<file path="src/hw/rtl/rtch_pkg.sv">
package rtch_pkg;

   localparam int CoordW   = 32;
   localparam int DistW    = 31;
   localparam int IdxW     = 16;
   localparam int WideW    = CoordW + 1;      // vertex differences
   localparam int HqW      = 67;              // cross product terms
   localparam int AccW     = 104;             // dot products, exact
   localparam int TermW    = 5;
   localparam int BitW     = 6;
   localparam int CsrIdxW  = 3;
   localparam int DivSteps = DistW;

   localparam logic [TermW-1:0] TERM_LAST = 5'd23;
   localparam logic [BitW-1:0]  MUL_LAST  = BitW'(WideW - 1);
   localparam logic [BitW-1:0]  DIV_LAST  = BitW'(DivSteps - 1);
   localparam logic [DistW-1:0] DIST_MAX  = '1;

   // configuration register indexes
   localparam logic [CsrIdxW-1:0] CSR_ORIGIN_X = 3'd0;
   localparam logic [CsrIdxW-1:0] CSR_ORIGIN_Y = 3'd1;
   localparam logic [CsrIdxW-1:0] CSR_ORIGIN_Z = 3'd2;
   localparam logic [CsrIdxW-1:0] CSR_DIR_X    = 3'd3;
   localparam logic [CsrIdxW-1:0] CSR_DIR_Y    = 3'd4;
   localparam logic [CsrIdxW-1:0] CSR_DIR_Z    = 3'd5;
   localparam logic [CsrIdxW-1:0] CSR_MAX_DIST = 3'd6;

   // multiplicand sources (wide side)
   localparam logic [3:0] X_D = 4'd0;
   localparam logic [3:0] X_S = 4'd3;
   localparam logic [3:0] X_H = 4'd6;
   localparam logic [3:0] X_Q = 4'd9;
   // multiplier sources (serial side)
   localparam logic [3:0] Y_E1 = 4'd0;
   localparam logic [3:0] Y_E2 = 4'd3;
   localparam logic [3:0] Y_S  = 4'd6;
   localparam logic [3:0] Y_D  = 4'd9;
   // destinations
   localparam logic [3:0] DST_H = 4'd0;
   localparam logic [3:0] DST_Q = 4'd3;
   localparam logic [3:0] DST_A = 4'd6;
   localparam logic [3:0] DST_U = 4'd7;
   localparam logic [3:0] DST_V = 4'd8;
   localparam logic [3:0] DST_N = 4'd9;

   typedef struct packed {
      logic signed [CoordW-1:0] vertex0_x;
      logic signed [CoordW-1:0] vertex0_y;
      logic signed [CoordW-1:0] vertex0_z;
      logic signed [CoordW-1:0] vertex1_x;
      logic signed [CoordW-1:0] vertex1_y;
      logic signed [CoordW-1:0] vertex1_z;
      logic signed [CoordW-1:0] vertex2_x;
      logic signed [CoordW-1:0] vertex2_y;
      logic signed [CoordW-1:0] vertex2_z;
      logic                     last_triangle;
   } req_item_type;

   typedef struct packed {
      logic             hit;
      logic [DistW-1:0] hit_distance;
      logic             nearest_found;
      logic [DistW-1:0] nearest_distance;
      logic [IdxW-1:0]  nearest_index;
      logic             occluded;
   } rsp_item_type;

   typedef logic [2:0][CoordW-1:0] vec3_type;
   typedef logic [2:0][WideW-1:0]  wvec3_type;

   typedef struct packed {
      wvec3_type e1;
      wvec3_type e2;
      wvec3_type s;
      logic      last;
   } tri_type;

   typedef struct packed {
      logic             hit;
      logic [DistW-1:0] t_dist;
      logic             last;
   } eng_res_type;

   typedef struct packed {
      logic [3:0] xsel;
      logic [3:0] ysel;
      logic       neg;
      logic       close;
      logic [3:0] dest;
   } term_type;

   // h = d x e2, a = e1.h, u = s.h, q = s x e1, v = d.q, n = e2.q
   function automatic term_type term_info(input logic [TermW-1:0] idx);
      term_type t;
      t = '{xsel: X_D, ysel: Y_E1, neg: 1'b0, close: 1'b0, dest: DST_A};
      case (idx)
         5'd0:  t = '{X_D + 4'd1, Y_E2 + 4'd2, 1'b0, 1'b0, DST_H};
         5'd1:  t = '{X_D + 4'd2, Y_E2 + 4'd1, 1'b1, 1'b1, DST_H};
         5'd2:  t = '{X_D + 4'd2, Y_E2,        1'b0, 1'b0, DST_H + 4'd1};
         5'd3:  t = '{X_D,        Y_E2 + 4'd2, 1'b1, 1'b1, DST_H + 4'd1};
         5'd4:  t = '{X_D,        Y_E2 + 4'd1, 1'b0, 1'b0, DST_H + 4'd2};
         5'd5:  t = '{X_D + 4'd1, Y_E2,        1'b1, 1'b1, DST_H + 4'd2};
         5'd6:  t = '{X_H,        Y_E1,        1'b0, 1'b0, DST_A};
         5'd7:  t = '{X_H + 4'd1, Y_E1 + 4'd1, 1'b0, 1'b0, DST_A};
         5'd8:  t = '{X_H + 4'd2, Y_E1 + 4'd2, 1'b0, 1'b1, DST_A};
         5'd9:  t = '{X_H,        Y_S,         1'b0, 1'b0, DST_U};
         5'd10: t = '{X_H + 4'd1, Y_S + 4'd1,  1'b0, 1'b0, DST_U};
         5'd11: t = '{X_H + 4'd2, Y_S + 4'd2,  1'b0, 1'b1, DST_U};
         5'd12: t = '{X_S + 4'd1, Y_E1 + 4'd2, 1'b0, 1'b0, DST_Q};
         5'd13: t = '{X_S + 4'd2, Y_E1 + 4'd1, 1'b1, 1'b1, DST_Q};
         5'd14: t = '{X_S + 4'd2, Y_E1,        1'b0, 1'b0, DST_Q + 4'd1};
         5'd15: t = '{X_S,        Y_E1 + 4'd2, 1'b1, 1'b1, DST_Q + 4'd1};
         5'd16: t = '{X_S,        Y_E1 + 4'd1, 1'b0, 1'b0, DST_Q + 4'd2};
         5'd17: t = '{X_S + 4'd1, Y_E1,        1'b1, 1'b1, DST_Q + 4'd2};
         5'd18: t = '{X_Q,        Y_D,         1'b0, 1'b0, DST_V};
         5'd19: t = '{X_Q + 4'd1, Y_D + 4'd1,  1'b0, 1'b0, DST_V};
         5'd20: t = '{X_Q + 4'd2, Y_D + 4'd2,  1'b0, 1'b1, DST_V};
         5'd21: t = '{X_Q,        Y_E2,        1'b0, 1'b0, DST_N};
         5'd22: t = '{X_Q + 4'd1, Y_E2 + 4'd1, 1'b0, 1'b0, DST_N};
         5'd23: t = '{X_Q + 4'd2, Y_E2 + 4'd2, 1'b0, 1'b1, DST_N};
         default: t = '{X_D, Y_E1, 1'b0, 1'b0, DST_A};
      endcase
      return t;
   endfunction

endpackage

</file>
<file path="src/hw/rtl/rtch_front.sv">
module rtch_front (
   input  logic                  clock,
   input  logic                  reset,
   input  logic                  req_push,
   input  rtch_pkg::req_item_type req_item,
   output logic                  req_full,
   input  rtch_pkg::vec3_type    origin,
   output logic                  tri_valid,
   input  logic                  tri_pop,
   output rtch_pkg::tri_type     tri_out
);
   import rtch_pkg::*;

   tri_type    q_ff [2];
   logic       wr_ff, wr_in;
   logic       rd_ff, rd_in;
   logic [1:0] cnt_ff, cnt_in;
   tri_type    entry;
   logic       push_ok, pop_ok;
   vec3_type   v0, v1, v2;

   assign v0 = {req_item.vertex0_z, req_item.vertex0_y, req_item.vertex0_x};
   assign v1 = {req_item.vertex1_z, req_item.vertex1_y, req_item.vertex1_x};
   assign v2 = {req_item.vertex2_z, req_item.vertex2_y, req_item.vertex2_x};

   // edge and origin offsets, exact in one extra bit
   always_comb begin
      for (int i = 0; i < 3; i++) begin
         entry.e1[i] = {v1[i][CoordW-1], v1[i]} - {v0[i][CoordW-1], v0[i]};
         entry.e2[i] = {v2[i][CoordW-1], v2[i]} - {v0[i][CoordW-1], v0[i]};
         entry.s[i]  = {origin[i][CoordW-1], origin[i]} - {v0[i][CoordW-1], v0[i]};
      end
      entry.last = req_item.last_triangle;
   end

   assign req_full  = (cnt_ff == 2'd2);
   assign tri_valid = (cnt_ff != 2'd0);
   assign tri_out   = q_ff[rd_ff];
   assign push_ok   = req_push && !req_full;
   assign pop_ok    = tri_pop && tri_valid;

   always_comb begin
      wr_in  = push_ok ? !wr_ff : wr_ff;
      rd_in  = pop_ok ? !rd_ff : rd_ff;
      cnt_in = cnt_ff + {1'b0, push_ok} - {1'b0, pop_ok};
   end

   always_ff @(posedge clock) begin
      if (reset) begin
         wr_ff  <= 1'b0;
         rd_ff  <= 1'b0;
         cnt_ff <= 2'd0;
      end else begin
         wr_ff  <= wr_in;
         rd_ff  <= rd_in;
         cnt_ff <= cnt_in;
      end
   end

   always_ff @(posedge clock) begin
      if (push_ok) begin
         q_ff[wr_ff] <= entry;
      end
   end

endmodule

</file>
<file path="config.mk">
export PLATFORM = sky130hd
export DESIGN_NAME = rtch_front
export DESIGN_NICKNAME = d
export VERILOG_FILES = /design/src/hw/rtl/rtch_pkg.sv /design/src/hw/rtl/rtch_front.sv
export SDC_FILE = /design/constraint.sdc
export NUM_CORES = 1
export LEC_CHECK = 0
export ABC_AREA = 1
export BUFFER_PORTS_ARGS = -buffer_cell sky130_fd_sc_hd__buf_2
export CORE_AREA = 4 4 286 288
export CTS_CLUSTER_DIAMETER = 100
export CTS_CLUSTER_SIZE = 24
export DETAILED_ROUTE_END_ITERATION = 12
export DIE_AREA = 0 0 290 292
export GPL_TIMING_DRIVEN = 0
export PLACE_DENSITY = 0.76
export SETUP_SLACK_MARGIN = 0.05
export SYNTH_ARGS = -nofsm -noshare
export SYNTH_HDL_FRONTEND = slang
export SYNTH_SLANG_ARGS = --single-unit
</file>
<file path="constraint.sdc">
create_clock -name clock -period 20.5 [get_ports clock]
set_input_delay 4.1 -clock clock [delete_from_list [all_inputs] [get_ports clock]]
set_output_delay 4.1 -clock clock [all_outputs]
set_load 0.02 [all_outputs]
</file>
Word-level counts from Yosys, hierarchy flattened. Memory sizes are Yosys's and may differ from the RTL's. A register that Yosys moved wholly into a read port is not among the register bits. Index checks and enable logic that the tools add are counted.

$add $sub $neg: 11. $mul: 0. Divide/modulo/power cells: 0. $lt $le $gt $ge: 0. Equality and inequality tests: 1. Shift operators: 0. Mux-type cells: 4. Bitwise operators: 0. Reductions and logical operators: 6.

Operators by type and width (number): subtractor 32 x 32 -> 33 bit (9); 2-to-1 mux 1 bit (4); logical NOT 1 bit (3); adder 2 x 1 -> 2 bit (1); equality test 2 bit, second input constant (1); logical AND 1 bit (2); nonzero test 2 bit (1); subtractor 2 x 1 -> 2 bit (1).

Bits in registers: 4. Latch bits: 0. Memory bits (writable): 596. Bits in read-only memories: 0. Input port bits: 389. Output and inout port bits: 300. Memories: 1.

Memory list: q_ff (words 2, width 298, rd ports 1, clocked after memory_dff 1, write ports 1, line rtch_front.sv:14) `tri_type q_ff [2];`.

Logic depth before layout (Yosys ltp).
Word-level depth: 5. Depth in mapped cells: 14.

Least setup slack after synthesis. Ideal clock, no wire load.

Path type: input -> register. Start: input req_push. End: memory q_ff[1][0] (netlist name), enable pin. Arrival time: 16.646 ns. Data required time: 19.534 ns. Setup slack: 2.887 ns. Stages on the path: 2. Path buffers: 0. Cells stage by stage: o21ai_0 > nor2_1.

Word-level cells in the longest chain between the ends: 3.

Ends and longest elaborated chain: start, declared (line rtch_front.sv:4) `input logic req_push,`; logical AND 1 bit (line rtch_front.sv:39) `assign push_ok = req_push && !req_full;`; 2-to-1 mux 1 bit (line rtch_front.sv:61) `if (push_ok) begin`; 2-to-1 mux 1 bit (implied by the code) (line rtch_front.sv:62) `q_ff[wr_ff] <= entry;`; end, declared (line rtch_front.sv:14).

Every way passes these cells.

==> results_dict.tcl <==
set metrics [dict create \
    grt_pass1_vias 37022 \
    fin_nets 7223 \
    slew_headroom 0.429 \
    clk_pin_slew_worst_paths_ns 0.09 \
    maxSlewViolCount 0 \
    critPathRequiredTime_ns 16.40 \
    grt.total_usage 0.328 \
    die_x_um 290 \
    rows 103 \
    drc_errors 0 \
    cp_max_fo 10 \
    firstDrtPassIters 7 \
    synthesis.area_mm2 0.0442 \
    grt_start_max_net_pins 33 \
    rsz0062_at_grt "no" \
    fmax_mhz 143 \
    synth-seq-area-share 0.407 \
    setup_viol 0 \
    postRouteAntennaNets 0 \
    fin_cells 7620 \
    slowest_delay_ns 0.59 \
    overflow 0 \
    synth-edff-count 596 \
    die_h_um 292 \
    avgSynthCellArea_um2 7.63 \
    antenna_found_initial 28 \
    synth.most_common_cell "nand2_1" \
    critPathKind "register to output pin" \
    synth_cells 5789 \
    p_sw_mw 1.70 \
    numCtsBuffers 34 \
    internal_power_mw 2.63 \
    drtIter0Drc 2654 \
    power_frac_comb 0.436 \
    finalCritPeriodShare 0.341 \
    post_cts_buffers 0 \
    io_buffers 688 \
    num_io_pins 689 \
    p_leak_nw 27.5 \
    path_cells "buf_2 -> buf_2 -> buf_4 -> mux2_2 -> buf_2" \
    worst_pin_slew_ns 0.848 \
    cts.sinks 601 \
    cts_root_buf "clkbuf_16" \
    tritoncts "built" \
    synth_top_area_cell "edfxtp_1" \
    die_area_mm2 0.0847 \
    layout-drive-gt1-share 0.179 \
    netlist.area_leader.share 0.405 \
    cts-hold-fix-buffers 0 \
    swShare 0.393 \
    yosys-top-cells-area "edfxtp_1 (41%), nand2_1 (19%), inv_1 (11%)" \
    ys_types 27 \
    synthArstFlopShare 0 \
    num_vias 38741 \
    final_hold_viol_count 0 \
    max-vdd-ir-drop_mv 0.0910 \
    cts-resized-gates 0 \
    dpl.hpwl_um 123000 \
    end_kind "output pin" \
    startpoint_type "register" \
    wirelength_um 144000 \
    synth_nets 6477 \
    ys.flop_type "edfxtp_1" \
    pwr-share-clk 0.171 \
    worst_path_most_repeated_cell "buf_2" \
    period_needed_ns 6.98 \
    hp-class "register to register" \
    core_area_mm2 0.0789 \
    arrival_ns 2.88 \
    htreeDepth 2 \
    cp_slowest_cell "buf_2" \
    syn_to_final_growth_pct 14.3 \
    maxCapViolCount 0 \
    yosys-top-cells-count "nand2_1 (2235), inv_1 (1244), edfxtp_1 (596), nor2_1 (375), mux2_2 (298)" \
    power_frac_seq 0.393 \
    timing.hold.ws_ns 0.500 \
    cts_max_path_buffers 3 \
    cellPowerDensity_mw_per_mm2 85.7 \
    routedWlPerCell_um 18.9 \
    status "finished clean" \
    vias_per_cell 5.08 \
    ys_warn_count 0 \
    synth_seq_cells 601 \
    gp_congestion 1.00 \
    clock_latency_ns 0.59 \
    skew_ns 0.0226 \
    grt_pass1_wl_um 214000 \
    initial_utilization 0.560 \
    place_inst 7549 \
]
[layer usage]
metal / routed length, µm / vias up / share of wire / global-route usage
met5: 61 / - / 0.00042 / 0
met4: 6720 / 10 / 0.047 / 0.127
met3: 11600 / 245 / 0.080 / 0.0608
met2: 69500 / 1357 / 0.48 / 0.573
met1: 56400 / 17666 / 0.39 / 0.404
li1: - / 19463 / - / -
[state kept, by name, indices dropped and copies added (netlist names), named ones only]
register,count
cnt_ff,2
q_ff,596
rd_ff,1
wr_ff,1
[area by class of cell]
cell class,instances,area (µm²)
clock buffer,41,898
fill,7130,28400
tap,1050,1310
inverter,1244,4670
antenna,20,50.0
buffer,39,265
timing repair buffer,710,3900
clock inverter,10,126
sequential,601,18000
multi-input combinational,3905,21300
[kinds of logic after synthesis]
| kind of cell | count (synthesis) | synth area share |
|---|---|---|
| adder cells (fa/ha/maj) | 299 | 0.0862 |
| AO/OA/AOI/OAI | 207 | 0.0249 |
| AND/OR/NAND/NOR | 2965 | 0.267 |
| multiplexers | 298 | 0.0760 |
| buffers and inverters | 1283 | 0.112 |
| XOR/XNOR | 136 | 0.0270 |
| flip-flops | 601 | 0.407 |
[critical path, delay by kind of cell, from the launching register on]
| kind | cells | cell delay, ns |
|---|---|---|
| muxes | 1 | 0.41 |
| DFF | 1 | 0.32 |
| buffers and inverters | 4 | 1.52 |
[layout by cell type (no fill, tap or decap), types with 10 or more instances in the layout]
master,n
edfxtp_1,596
and2_1,18
nand3_1,200
buf_4,28
nand2_1,2235
xor2_1,117
xnor2_1,19
mux2_2,298
nand4_1,36
a21oi_1,183
ha_1,290
nand2_2,58
buf_12,20
diode_2,20
inv_1,1244
clkbuf_16,35
buf_2,699
nand3_2,10
nor3_1,18
nor2_1,373
[power groups by stage]
| stage | Sequential [mW] | Clock, mW | Combinational, mW |
|---|---|---|---|
| floorplan | 1.81 | 0 | 1.19 |
| global placement | 1.88 | 0 | 1.81 |
| detailed placement | 1.73 | 0 | 1.87 |
| CTS | 1.70 | 0.758 | 1.88 |
| global route | 1.72 | 0.807 | 2.03 |
| finish | 1.70 | 0.742 | 1.88 |
[final timing paths]
path                                      startpoint                     end  slack [ns]  cells past startpoint
worst max-delay path                        register            tri_out[183]       13.52                      5
worst min register to register    rd_ff$_SDFFE_PP0P_                register        0.50                      2
worst min-delay path              rd_ff$_SDFFE_PP0P_                register        0.50                      2
worst max register to register  cnt_ff[0]$_SDFF_PP0_  q_ff[1][220]$_DFFE_PP_       17.76                      7
[through the flow]
step           setup TNS [ns]  cell area (µm²)  total power [mW]  worst slack, ns  utilization
6_report                    0            50500              4.33            13.52        0.640
5_1_grt                     0            50500              4.55            13.47        0.640
4_1_cts                     0            50400              4.34            13.45        0.639
3_5_place_dp                0            49400              3.60            13.99        0.626
3_3_place_gp         -2628.85            48900              3.69            -4.49        0.620
2_1_floorplan               0            44200              3.00             2.89            -
Note: power is estimated with default switching activity, not from simulation.
