### src/hw/rtl/rtch_pkg.sv
package rtch_pkg;

   localparam int CoordW   = 32;
   localparam int DistW    = 31;
   localparam int IdxW     = 16;
   localparam int WideW    = CoordW + 1;      // vertex differences
   localparam int HqW      = 67;              // cross product terms
   localparam int AccW     = 104;             // dot products, exact
   localparam int TermW    = 5;
   localparam int BitW     = 6;
   localparam int CsrIdxW  = 3;
   localparam int DivSteps = DistW;

   localparam logic [TermW-1:0] TERM_LAST = 5'd23;
   localparam logic [BitW-1:0]  MUL_LAST  = BitW'(WideW - 1);
   localparam logic [BitW-1:0]  DIV_LAST  = BitW'(DivSteps - 1);
   localparam logic [DistW-1:0] DIST_MAX  = '1;

   // configuration register indexes
   localparam logic [CsrIdxW-1:0] CSR_ORIGIN_X = 3'd0;
   localparam logic [CsrIdxW-1:0] CSR_ORIGIN_Y = 3'd1;
   localparam logic [CsrIdxW-1:0] CSR_ORIGIN_Z = 3'd2;
   localparam logic [CsrIdxW-1:0] CSR_DIR_X    = 3'd3;
   localparam logic [CsrIdxW-1:0] CSR_DIR_Y    = 3'd4;
   localparam logic [CsrIdxW-1:0] CSR_DIR_Z    = 3'd5;
   localparam logic [CsrIdxW-1:0] CSR_MAX_DIST = 3'd6;

   // multiplicand sources (wide side)
   localparam logic [3:0] X_D = 4'd0;
   localparam logic [3:0] X_S = 4'd3;
   localparam logic [3:0] X_H = 4'd6;
   localparam logic [3:0] X_Q = 4'd9;
   // multiplier sources (serial side)
   localparam logic [3:0] Y_E1 = 4'd0;
   localparam logic [3:0] Y_E2 = 4'd3;
   localparam logic [3:0] Y_S  = 4'd6;
   localparam logic [3:0] Y_D  = 4'd9;
   // destinations
   localparam logic [3:0] DST_H = 4'd0;
   localparam logic [3:0] DST_Q = 4'd3;
   localparam logic [3:0] DST_A = 4'd6;
   localparam logic [3:0] DST_U = 4'd7;
   localparam logic [3:0] DST_V = 4'd8;
   localparam logic [3:0] DST_N = 4'd9;

   typedef struct packed {
      logic signed [CoordW-1:0] vertex0_x;
      logic signed [CoordW-1:0] vertex0_y;
      logic signed [CoordW-1:0] vertex0_z;
      logic signed [CoordW-1:0] vertex1_x;
      logic signed [CoordW-1:0] vertex1_y;
      logic signed [CoordW-1:0] vertex1_z;
      logic signed [CoordW-1:0] vertex2_x;
      logic signed [CoordW-1:0] vertex2_y;
      logic signed [CoordW-1:0] vertex2_z;
      logic                     last_triangle;
   } req_item_type;

   typedef struct packed {
      logic             hit;
      logic [DistW-1:0] hit_distance;
      logic             nearest_found;
      logic [DistW-1:0] nearest_distance;
      logic [IdxW-1:0]  nearest_index;
      logic             occluded;
   } rsp_item_type;

   typedef logic [2:0][CoordW-1:0] vec3_type;
   typedef logic [2:0][WideW-1:0]  wvec3_type;

   typedef struct packed {
      wvec3_type e1;
      wvec3_type e2;
      wvec3_type s;
      logic      last;
   } tri_type;

   typedef struct packed {
      logic             hit;
      logic [DistW-1:0] t_dist;
      logic             last;
   } eng_res_type;

   typedef struct packed {
      logic [3:0] xsel;
      logic [3:0] ysel;
      logic       neg;
      logic       close;
      logic [3:0] dest;
   } term_type;

   // h = d x e2, a = e1.h, u = s.h, q = s x e1, v = d.q, n = e2.q
   function automatic term_type term_info(input logic [TermW-1:0] idx);
      term_type t;
      t = '{xsel: X_D, ysel: Y_E1, neg: 1'b0, close: 1'b0, dest: DST_A};
      case (idx)
         5'd0:  t = '{X_D + 4'd1, Y_E2 + 4'd2, 1'b0, 1'b0, DST_H};
         5'd1:  t = '{X_D + 4'd2, Y_E2 + 4'd1, 1'b1, 1'b1, DST_H};
         5'd2:  t = '{X_D + 4'd2, Y_E2,        1'b0, 1'b0, DST_H + 4'd1};
         5'd3:  t = '{X_D,        Y_E2 + 4'd2, 1'b1, 1'b1, DST_H + 4'd1};
         5'd4:  t = '{X_D,        Y_E2 + 4'd1, 1'b0, 1'b0, DST_H + 4'd2};
         5'd5:  t = '{X_D + 4'd1, Y_E2,        1'b1, 1'b1, DST_H + 4'd2};
         5'd6:  t = '{X_H,        Y_E1,        1'b0, 1'b0, DST_A};
         5'd7:  t = '{X_H + 4'd1, Y_E1 + 4'd1, 1'b0, 1'b0, DST_A};
         5'd8:  t = '{X_H + 4'd2, Y_E1 + 4'd2, 1'b0, 1'b1, DST_A};
         5'd9:  t = '{X_H,        Y_S,         1'b0, 1'b0, DST_U};
         5'd10: t = '{X_H + 4'd1, Y_S + 4'd1,  1'b0, 1'b0, DST_U};
         5'd11: t = '{X_H + 4'd2, Y_S + 4'd2,  1'b0, 1'b1, DST_U};
         5'd12: t = '{X_S + 4'd1, Y_E1 + 4'd2, 1'b0, 1'b0, DST_Q};
         5'd13: t = '{X_S + 4'd2, Y_E1 + 4'd1, 1'b1, 1'b1, DST_Q};
         5'd14: t = '{X_S + 4'd2, Y_E1,        1'b0, 1'b0, DST_Q + 4'd1};
         5'd15: t = '{X_S,        Y_E1 + 4'd2, 1'b1, 1'b1, DST_Q + 4'd1};
         5'd16: t = '{X_S,        Y_E1 + 4'd1, 1'b0, 1'b0, DST_Q + 4'd2};
         5'd17: t = '{X_S + 4'd1, Y_E1,        1'b1, 1'b1, DST_Q + 4'd2};
         5'd18: t = '{X_Q,        Y_D,         1'b0, 1'b0, DST_V};
         5'd19: t = '{X_Q + 4'd1, Y_D + 4'd1,  1'b0, 1'b0, DST_V};
         5'd20: t = '{X_Q + 4'd2, Y_D + 4'd2,  1'b0, 1'b1, DST_V};
         5'd21: t = '{X_Q,        Y_E2,        1'b0, 1'b0, DST_N};
         5'd22: t = '{X_Q + 4'd1, Y_E2 + 4'd1, 1'b0, 1'b0, DST_N};
         5'd23: t = '{X_Q + 4'd2, Y_E2 + 4'd2, 1'b0, 1'b1, DST_N};
         default: t = '{X_D, Y_E1, 1'b0, 1'b0, DST_A};
      endcase
      return t;
   endfunction

endpackage

### src/hw/rtl/rtch_track.sv
module rtch_track (
   input  logic                   clock,
   input  logic                   reset,
   input  logic [rtch_pkg::DistW-1:0] max_distance,
   input  logic                   res_valid,
   input  rtch_pkg::eng_res_type  res_item,
   output logic                   res_ready,
   output logic                   rsp_empty,
   input  logic                   rsp_pop,
   output rtch_pkg::rsp_item_type rsp_item
);
   import rtch_pkg::*;

   logic             full_ff;
   rsp_item_type     out_ff, out_in;
   logic [DistW-1:0] best_ff, best_in;
   logic [IdxW-1:0]  pos_ff, pos_in, cnt_ff;
   logic             found_ff, found_in, blk_ff, blk_in;
   logic             take, accept;

   assign res_ready = !full_ff || rsp_pop;
   assign accept    = res_valid && res_ready;
   assign rsp_empty = !full_ff;
   assign rsp_item  = out_ff;

   always_comb begin
      take     = res_item.hit && (!found_ff || (res_item.t_dist < best_ff));
      best_in  = take ? res_item.t_dist : best_ff;
      pos_in   = take ? cnt_ff : pos_ff;
      found_in = found_ff || res_item.hit;
      blk_in   = blk_ff || (res_item.hit && (res_item.t_dist < max_distance));
      out_in.hit              = res_item.hit;
      out_in.hit_distance     = res_item.t_dist;
      out_in.nearest_found    = found_in;
      out_in.nearest_distance = found_in ? best_in : '0;
      out_in.nearest_index    = found_in ? pos_in : '0;
      out_in.occluded         = blk_in;
   end

   always_ff @(posedge clock) begin
      if (reset) begin
         full_ff  <= 1'b0;
         best_ff  <= DIST_MAX;
         pos_ff   <= '0;
         cnt_ff   <= '0;
         found_ff <= 1'b0;
         blk_ff   <= 1'b0;
      end else begin
         if (accept) begin
            full_ff <= 1'b1;
         end else if (rsp_pop) begin
            full_ff <= 1'b0;
         end
         if (accept) begin
            // end of run: drop the run state
            if (res_item.last) begin
               best_ff  <= DIST_MAX;
               pos_ff   <= '0;
               cnt_ff   <= '0;
               found_ff <= 1'b0;
               blk_ff   <= 1'b0;
            end else begin
               best_ff  <= best_in;
               pos_ff   <= pos_in;
               cnt_ff   <= cnt_ff + IdxW'(1);
               found_ff <= found_in;
               blk_ff   <= blk_in;
            end
         end
      end
   end

   always_ff @(posedge clock) begin
      if (accept) begin
         out_ff <= out_in;
      end
   end

endmodule

### config.mk
export PLATFORM = sky130hd
export DESIGN_NAME = rtch_track
export DESIGN_NICKNAME = d
export VERILOG_FILES = /design/src/hw/rtl/rtch_pkg.sv /design/src/hw/rtl/rtch_track.sv
export SDC_FILE = /design/constraint.sdc
export NUM_CORES = 1
export LEC_CHECK = 0
export BUFFER_PORTS_ARGS = -buffer_cell sky130_fd_sc_hd__buf_2
export CELL_PAD_IN_SITES_DETAIL_PLACEMENT = 1
export CELL_PAD_IN_SITES_GLOBAL_PLACEMENT = 2
export CORE_ASPECT_RATIO = 1.75
export CORE_UTILIZATION = 31
export DETAILED_ROUTE_END_ITERATION = 10
export GPL_TIMING_DRIVEN = 0
export PLACE_DENSITY_LB_ADDON = 0.1
export REMOVE_ABC_BUFFERS = 1
export SYNTH_ARGS = -nofsm -noshare
export SYNTH_HDL_FRONTEND = slang
export SYNTH_SLANG_ARGS = --single-unit
### constraint.sdc
create_clock -name clock -period 4 [get_ports clock]
set_input_delay 0.4 -clock clock [delete_from_list [all_inputs] [get_ports clock]]
set_output_delay 0.4 -clock clock [all_outputs]
set_load 0.02 [all_outputs]
* Word level (Yosys, flattened, before mapping) *
Cells that the tools add are included.

storage, ports and cells
  bits in registers = 147
  input bits = 68

cells by class
  add/subtract/negate cells = 1
  $lt $le $gt $ge = 2
  muxes and demuxes = 9
  reduce and logical (&&, ||, !) cells = 10

operators with widths
  operator                 count
  $lt A31 B31 Y1           2
  $mux W31                 2
  $mux W16                 3
  $add A16 B1 Y16 const B  1
  $logic_or A1 B1 Y1       4
  $mux W1                  4
  $logic_and A1 B1 Y1      3
  $logic_not A1 Y1         2
  $reduce_bool A2 Y1       1

* Longest topological paths before layout *
  word-level depth = 5
  mapped depth = 12

* Worst setup path after synthesis *
OpenSTA, ideal clock, no wires.

  path type = input to register
  from = in rsp_pop
  to = reg cnt_ff[2]
  setup time = 128 ps
  arrival time = 3825 ps
  data required time = 3872 ps
  slack = 47 ps
  stages on the path = 7
  cell sequence = nand2b_1 nand2_1 inv_2 clkbuf_1 nand2_1 xor2_1 nor2_1

between the ends
  word-level cells in the longest chain between the ends = 2

ends and longest elaborated chain
  item                  RTL line          text
  start, declared       rtch_track.sv:9   input logic rsp_pop,
  $logic_or A1 B1 Y1    rtch_track.sv:21  assign res_ready = !full_ff || rsp_pop;
  $logic_and A1 B1 Y1   rtch_track.sv:22  assign accept = res_valid && res_ready;
  named net accept      rtch_track.sv:19  logic take, accept;
  end signal, assigned  rtch_track.sv:65  cnt_ff <= cnt_ff + IdxW'(1);
  end, declared         rtch_track.sv:17  logic [IdxW-1:0] pos_ff, pos_in, cnt_ff;

The timed path passes the listed nets, and every way through them passes these cells.
A chain may end at the register's enable or synchronous reset.

* Final worst setup path *
  from = reg best_ff[2]
  to = reg out_ff (netlist bit rsp_item[43]), data pin

between the ends
  word-level cells in the longest chain between the ends = 4

ends and longest elaborated chain
  item                    RTL line          text
  start, declared         rtch_track.sv:16  logic [DistW-1:0] best_ff, best_in;
  start signal, assigned  rtch_track.sv:63  best_ff <= best_in;
  $lt A31 B31 Y1          rtch_track.sv:27  take = res_item.hit && (!found_ff || (res_item.t_dist < best_ff));
  $logic_or A1 B1 Y1      rtch_track.sv:27
  $logic_and A1 B1 Y1     rtch_track.sv:27
  $mux W31                rtch_track.sv:28  best_in = take ? res_item.t_dist : best_ff;
  end signal, assigned    rtch_track.sv:75  out_ff <= out_in;
  end, declared           rtch_track.sv:15  rsp_item_type out_ff, out_in;

Every way passes these cells.

==> metrics.yaml <==
yosys:
  avgSynthCellArea_um2: 9.99
  synth_top_area_frac: 0.320
  yosysWarningCount: 0
  synth-main-ff-cell: "edfxtp_1"
  synth-edff-count: 81
  ys_types: 49
  ys_async_sr_fraction: 0
  yosysSeqAreaShare: 0.494
  synthCells: 761
  yosys-top-cells-area: "edfxtp_1 32%, dfxtp_1 17%, ha_1 10%"
  yosysTopAreaCell: "edfxtp_1"
  synth_area_um2: 7600
  ys_seq_elements: 147
finish:
  area_growth_pct: 20.9
  post-route-util: 0.382
  final_nets: 1009
  drive_above_1_share: 0.233
  diodes: 0
  final_cell_area_um2: 9190
worst_setup_path:
  slowest_stage: "and2_4"
  path_cells: "inv_1 > ha_1 > a21o_1 > a31oi_1 > o21ai_1 > a221oi_2 > o21a_4 > buf_16 > and2_4 > buf_12 > o21ai_1"
  crit_path_max_fanout: 84
  timing_worst_setup_path_type: "reg2reg"
  worst-path-buf-inv: 3
  crit_path_end_kind: "flop"
  cp.arrival_ns: 3.89
  max_stage_delay_ns: 0.52
  crit_family: "compound AO/OA/AOI/OAI gates"
  crit_top_cell: "o21ai_1"
  required_ns: 4.17
  start_kind: "flop"
power:
  seq_power_share: 0.430
  netSwitchingPower_mw: 1.02
  peakVddDrop_mv: 0.214
  power.internal_mw: 2.95
  swShare: 0.256
  clock_power_share: 0.436
  totalPowerFinal_mw: 3.97
  leakage_nw: 4.01
  p_per_area_nw_per_um2: 432
  combPwrFrac: 0.134
clocking:
  cts.sinks: 147
  cts_tree: "yes"
  cts_buffers: 17
  clk_latency_ns: 0.44
  cts_htree_levels: 4
  hold_buffers: 0
  cts.clk_slew.worst_paths_ns: 0.06
  clockRootBuffer: "clkbuf_16"
  clockBufferDepth: 2
  postCtsSetupBuffers: 0
timing:
  final_max_slew_viol_count: 0
  setup_ws_ns: 0.284
  finalHoldViolations: 0
  setup_viol: 0
  rsz0062_at_grt: "no"
  skew_ns: 0.00863
  tightest_slew_ns: 1.24
  min_period_ns: 3.72
  fmax_mhz: 269
  slew_headroom: 0.175
  post-route-period-util: 0.929
placement:
  placed_cell_area_um2: 8550
  dp_hpwl_mm: 14.6
  pre_cts_ws_ns: -0.379
  gp_congestion: 0.746
  port_buffers: 150
run:
  max_cap_viol_count: 0
global_routing:
  grt_usage: 0.184
  grt_pass1_wl_mm: 35.3
  grt_max_degree: 85
  overflow: 0
  grt_pass1_vias: 6716
  antenna_found_initial: 0
route:
  viasPerCell: 5.23
  wl_mm: 22.5
  drc_errors: 0
  ant_nets: 0
  wl_per_cell_um: 18.7
  vias: 6282
  firstDrtPassIters: 4
  drt-initial-drc-count: 275
floorplanning:
  placementRows: 75
  core-area_um2: 24000
  die_area_um2: 25200
  initial_core_util: 0.316
  die_y_um: 209
  die_x_um: 120
  io_pins: 151
outcome:
  status: "finished clean"
min_path:
  hold_class: "in2reg"
==> cells in the final DEF (no fill, tap or decap), drive strengths merged, types with 3 or more instances in the layout <==
cell | Yosys | routed
a21o | 8 | 8
a21oi | 58 | 58
a221oi | 3 | 3
a311o | 31 | 31
a41oi | 15 | 15
and3 | 6 | 6
and4 | 3 | 3
buf | 21 | 154
bufinv | 0 | 4
clkbuf | 34 | 22
clkinv | 0 | 6
dfxtp | 66 | 66
edfxtp | 81 | 81
ha | 61 | 61
inv | 69 | 69
nand2 | 68 | 68
nand2b | 4 | 4
nand3 | 58 | 58
nand4 | 7 | 7
nor2 | 21 | 21
nor3 | 3 | 3
nor3b | 16 | 16
o21a | 2 | 3
o21ai | 75 | 75
or3 | 3 | 3
or3b | 15 | 15
xnor2 | 3 | 3
xor2 | 8 | 8
==> state kept, by name, indices dropped and copies added, names as in the netlist <==
signal,count
best_ff,31
blk_ff,1
cnt_ff,16
found_ff,1
full_ff,1
pos_ff,16
rsp_item,81
==> Yosys cell counts, types with 3 or more instances <==
master and count:
nand4_1 7, or3_1 3, o21ai_0 10, nor3b_1 16, ha_1 61, a21oi_1 58, xor2_1 8, nor2_1 21
a21o_1 8, and3_1 6, edfxtp_1 81, a311o_1 31, nor3_1 3, inv_1 68, nand2_1 68, xnor2_1 3
or3b_2 15, a41oi_1 15, buf_6 6, dfxtp_1 66, and4_1 3, buf_4 5, o21ai_1 65, clkbuf_1 34
nand3_1 58, buf_2 8, nand2b_1 4
==> layout make-up <==
| cell class | count | area (um^2) |
|---|---|---|
| clock buffer | 22 | 475 |
| clock inverter | 10 | 154 |
| inverter | 69 | 262 |
| timing repair buffer | 154 | 846 |
| fill | 2803 | 14800 |
| tap | 308 | 385 |
| sequential | 147 | 3750 |
| multi-input combinational | 491 | 3310 |
==> layer usage <==
| metal | routed length, um | vias to the layer above | global-route usage |
|---|---|---|---|
| met5 | 0 | - | 0 |
| met4 | 361 | 0 | 0.0656 |
| met3 | 588 | 21 | 0.0330 |
| met2 | 12700 | 101 | 0.360 |
| met1 | 8840 | 3145 | 0.189 |
| li1 | - | 3015 | - |
==> final timing paths <==
path / from / to / slack, ns / cells after the start
worst max register to register: best_ff[2] / rsp_item[43] / 0.28 / 11
worst max-delay path: best_ff[2] / rsp_item[43] / 0.28 / 11
worst min-delay path: res_item[1] / rsp_item[49] / 0.21 / 1
worst min register to register: pos_ff[1] / pos_ff[1] / 0.47 / 2
==> power groups by stage <==
stage / Clock (mW) / Sequential, mW / Combinational [mW]
after detailed placement: 0 / 1.74 / 0.541
after global routing: 1.83 / 1.71 / 0.593
after global placement: 0 / 1.74 / 0.516
after floorplan: 0 / 1.81 / 0.229
final: 1.73 / 1.71 / 0.531
after CTS: 1.78 / 1.71 / 0.544
==> stage by stage <==
step | instances | TNS [ns] | hold WS (ns)
final | 1201 | 0 | 0.210
after global placement | 1164 | -315.20 | 0.446
after global routing | 1201 | 0 | 0.201
after CTS | 1200 | 0 | 0.180
after floorplan | 706 | -75.89 | 0.437
after detailed placement | 1168 | -11.03 | 0.472
==> cells by family (layout without fill, tap and decap cells) <==
group | Yosys count | in the layout | share of synthesized area
simple gates | 215 | 215 | 0.147
compound gates | 203 | 204 | 0.172
flops | 147 | 147 | 0.494
buf+inv | 124 | 255 | 0.0739
fa+ha+maj | 61 | 61 | 0.100
xor+xnor | 11 | 11 | 0.0127
==> what timing repair did <==
| action | CTS | global route |
|---|---|---|
| gates cloned | 0 | 1 |
| pin swaps | 0 | 1 |
| setup endpoints to repair | 21 | 1 |
| gates resized for setup | 1 | 0 |
(Power assumes the default switching activity.)
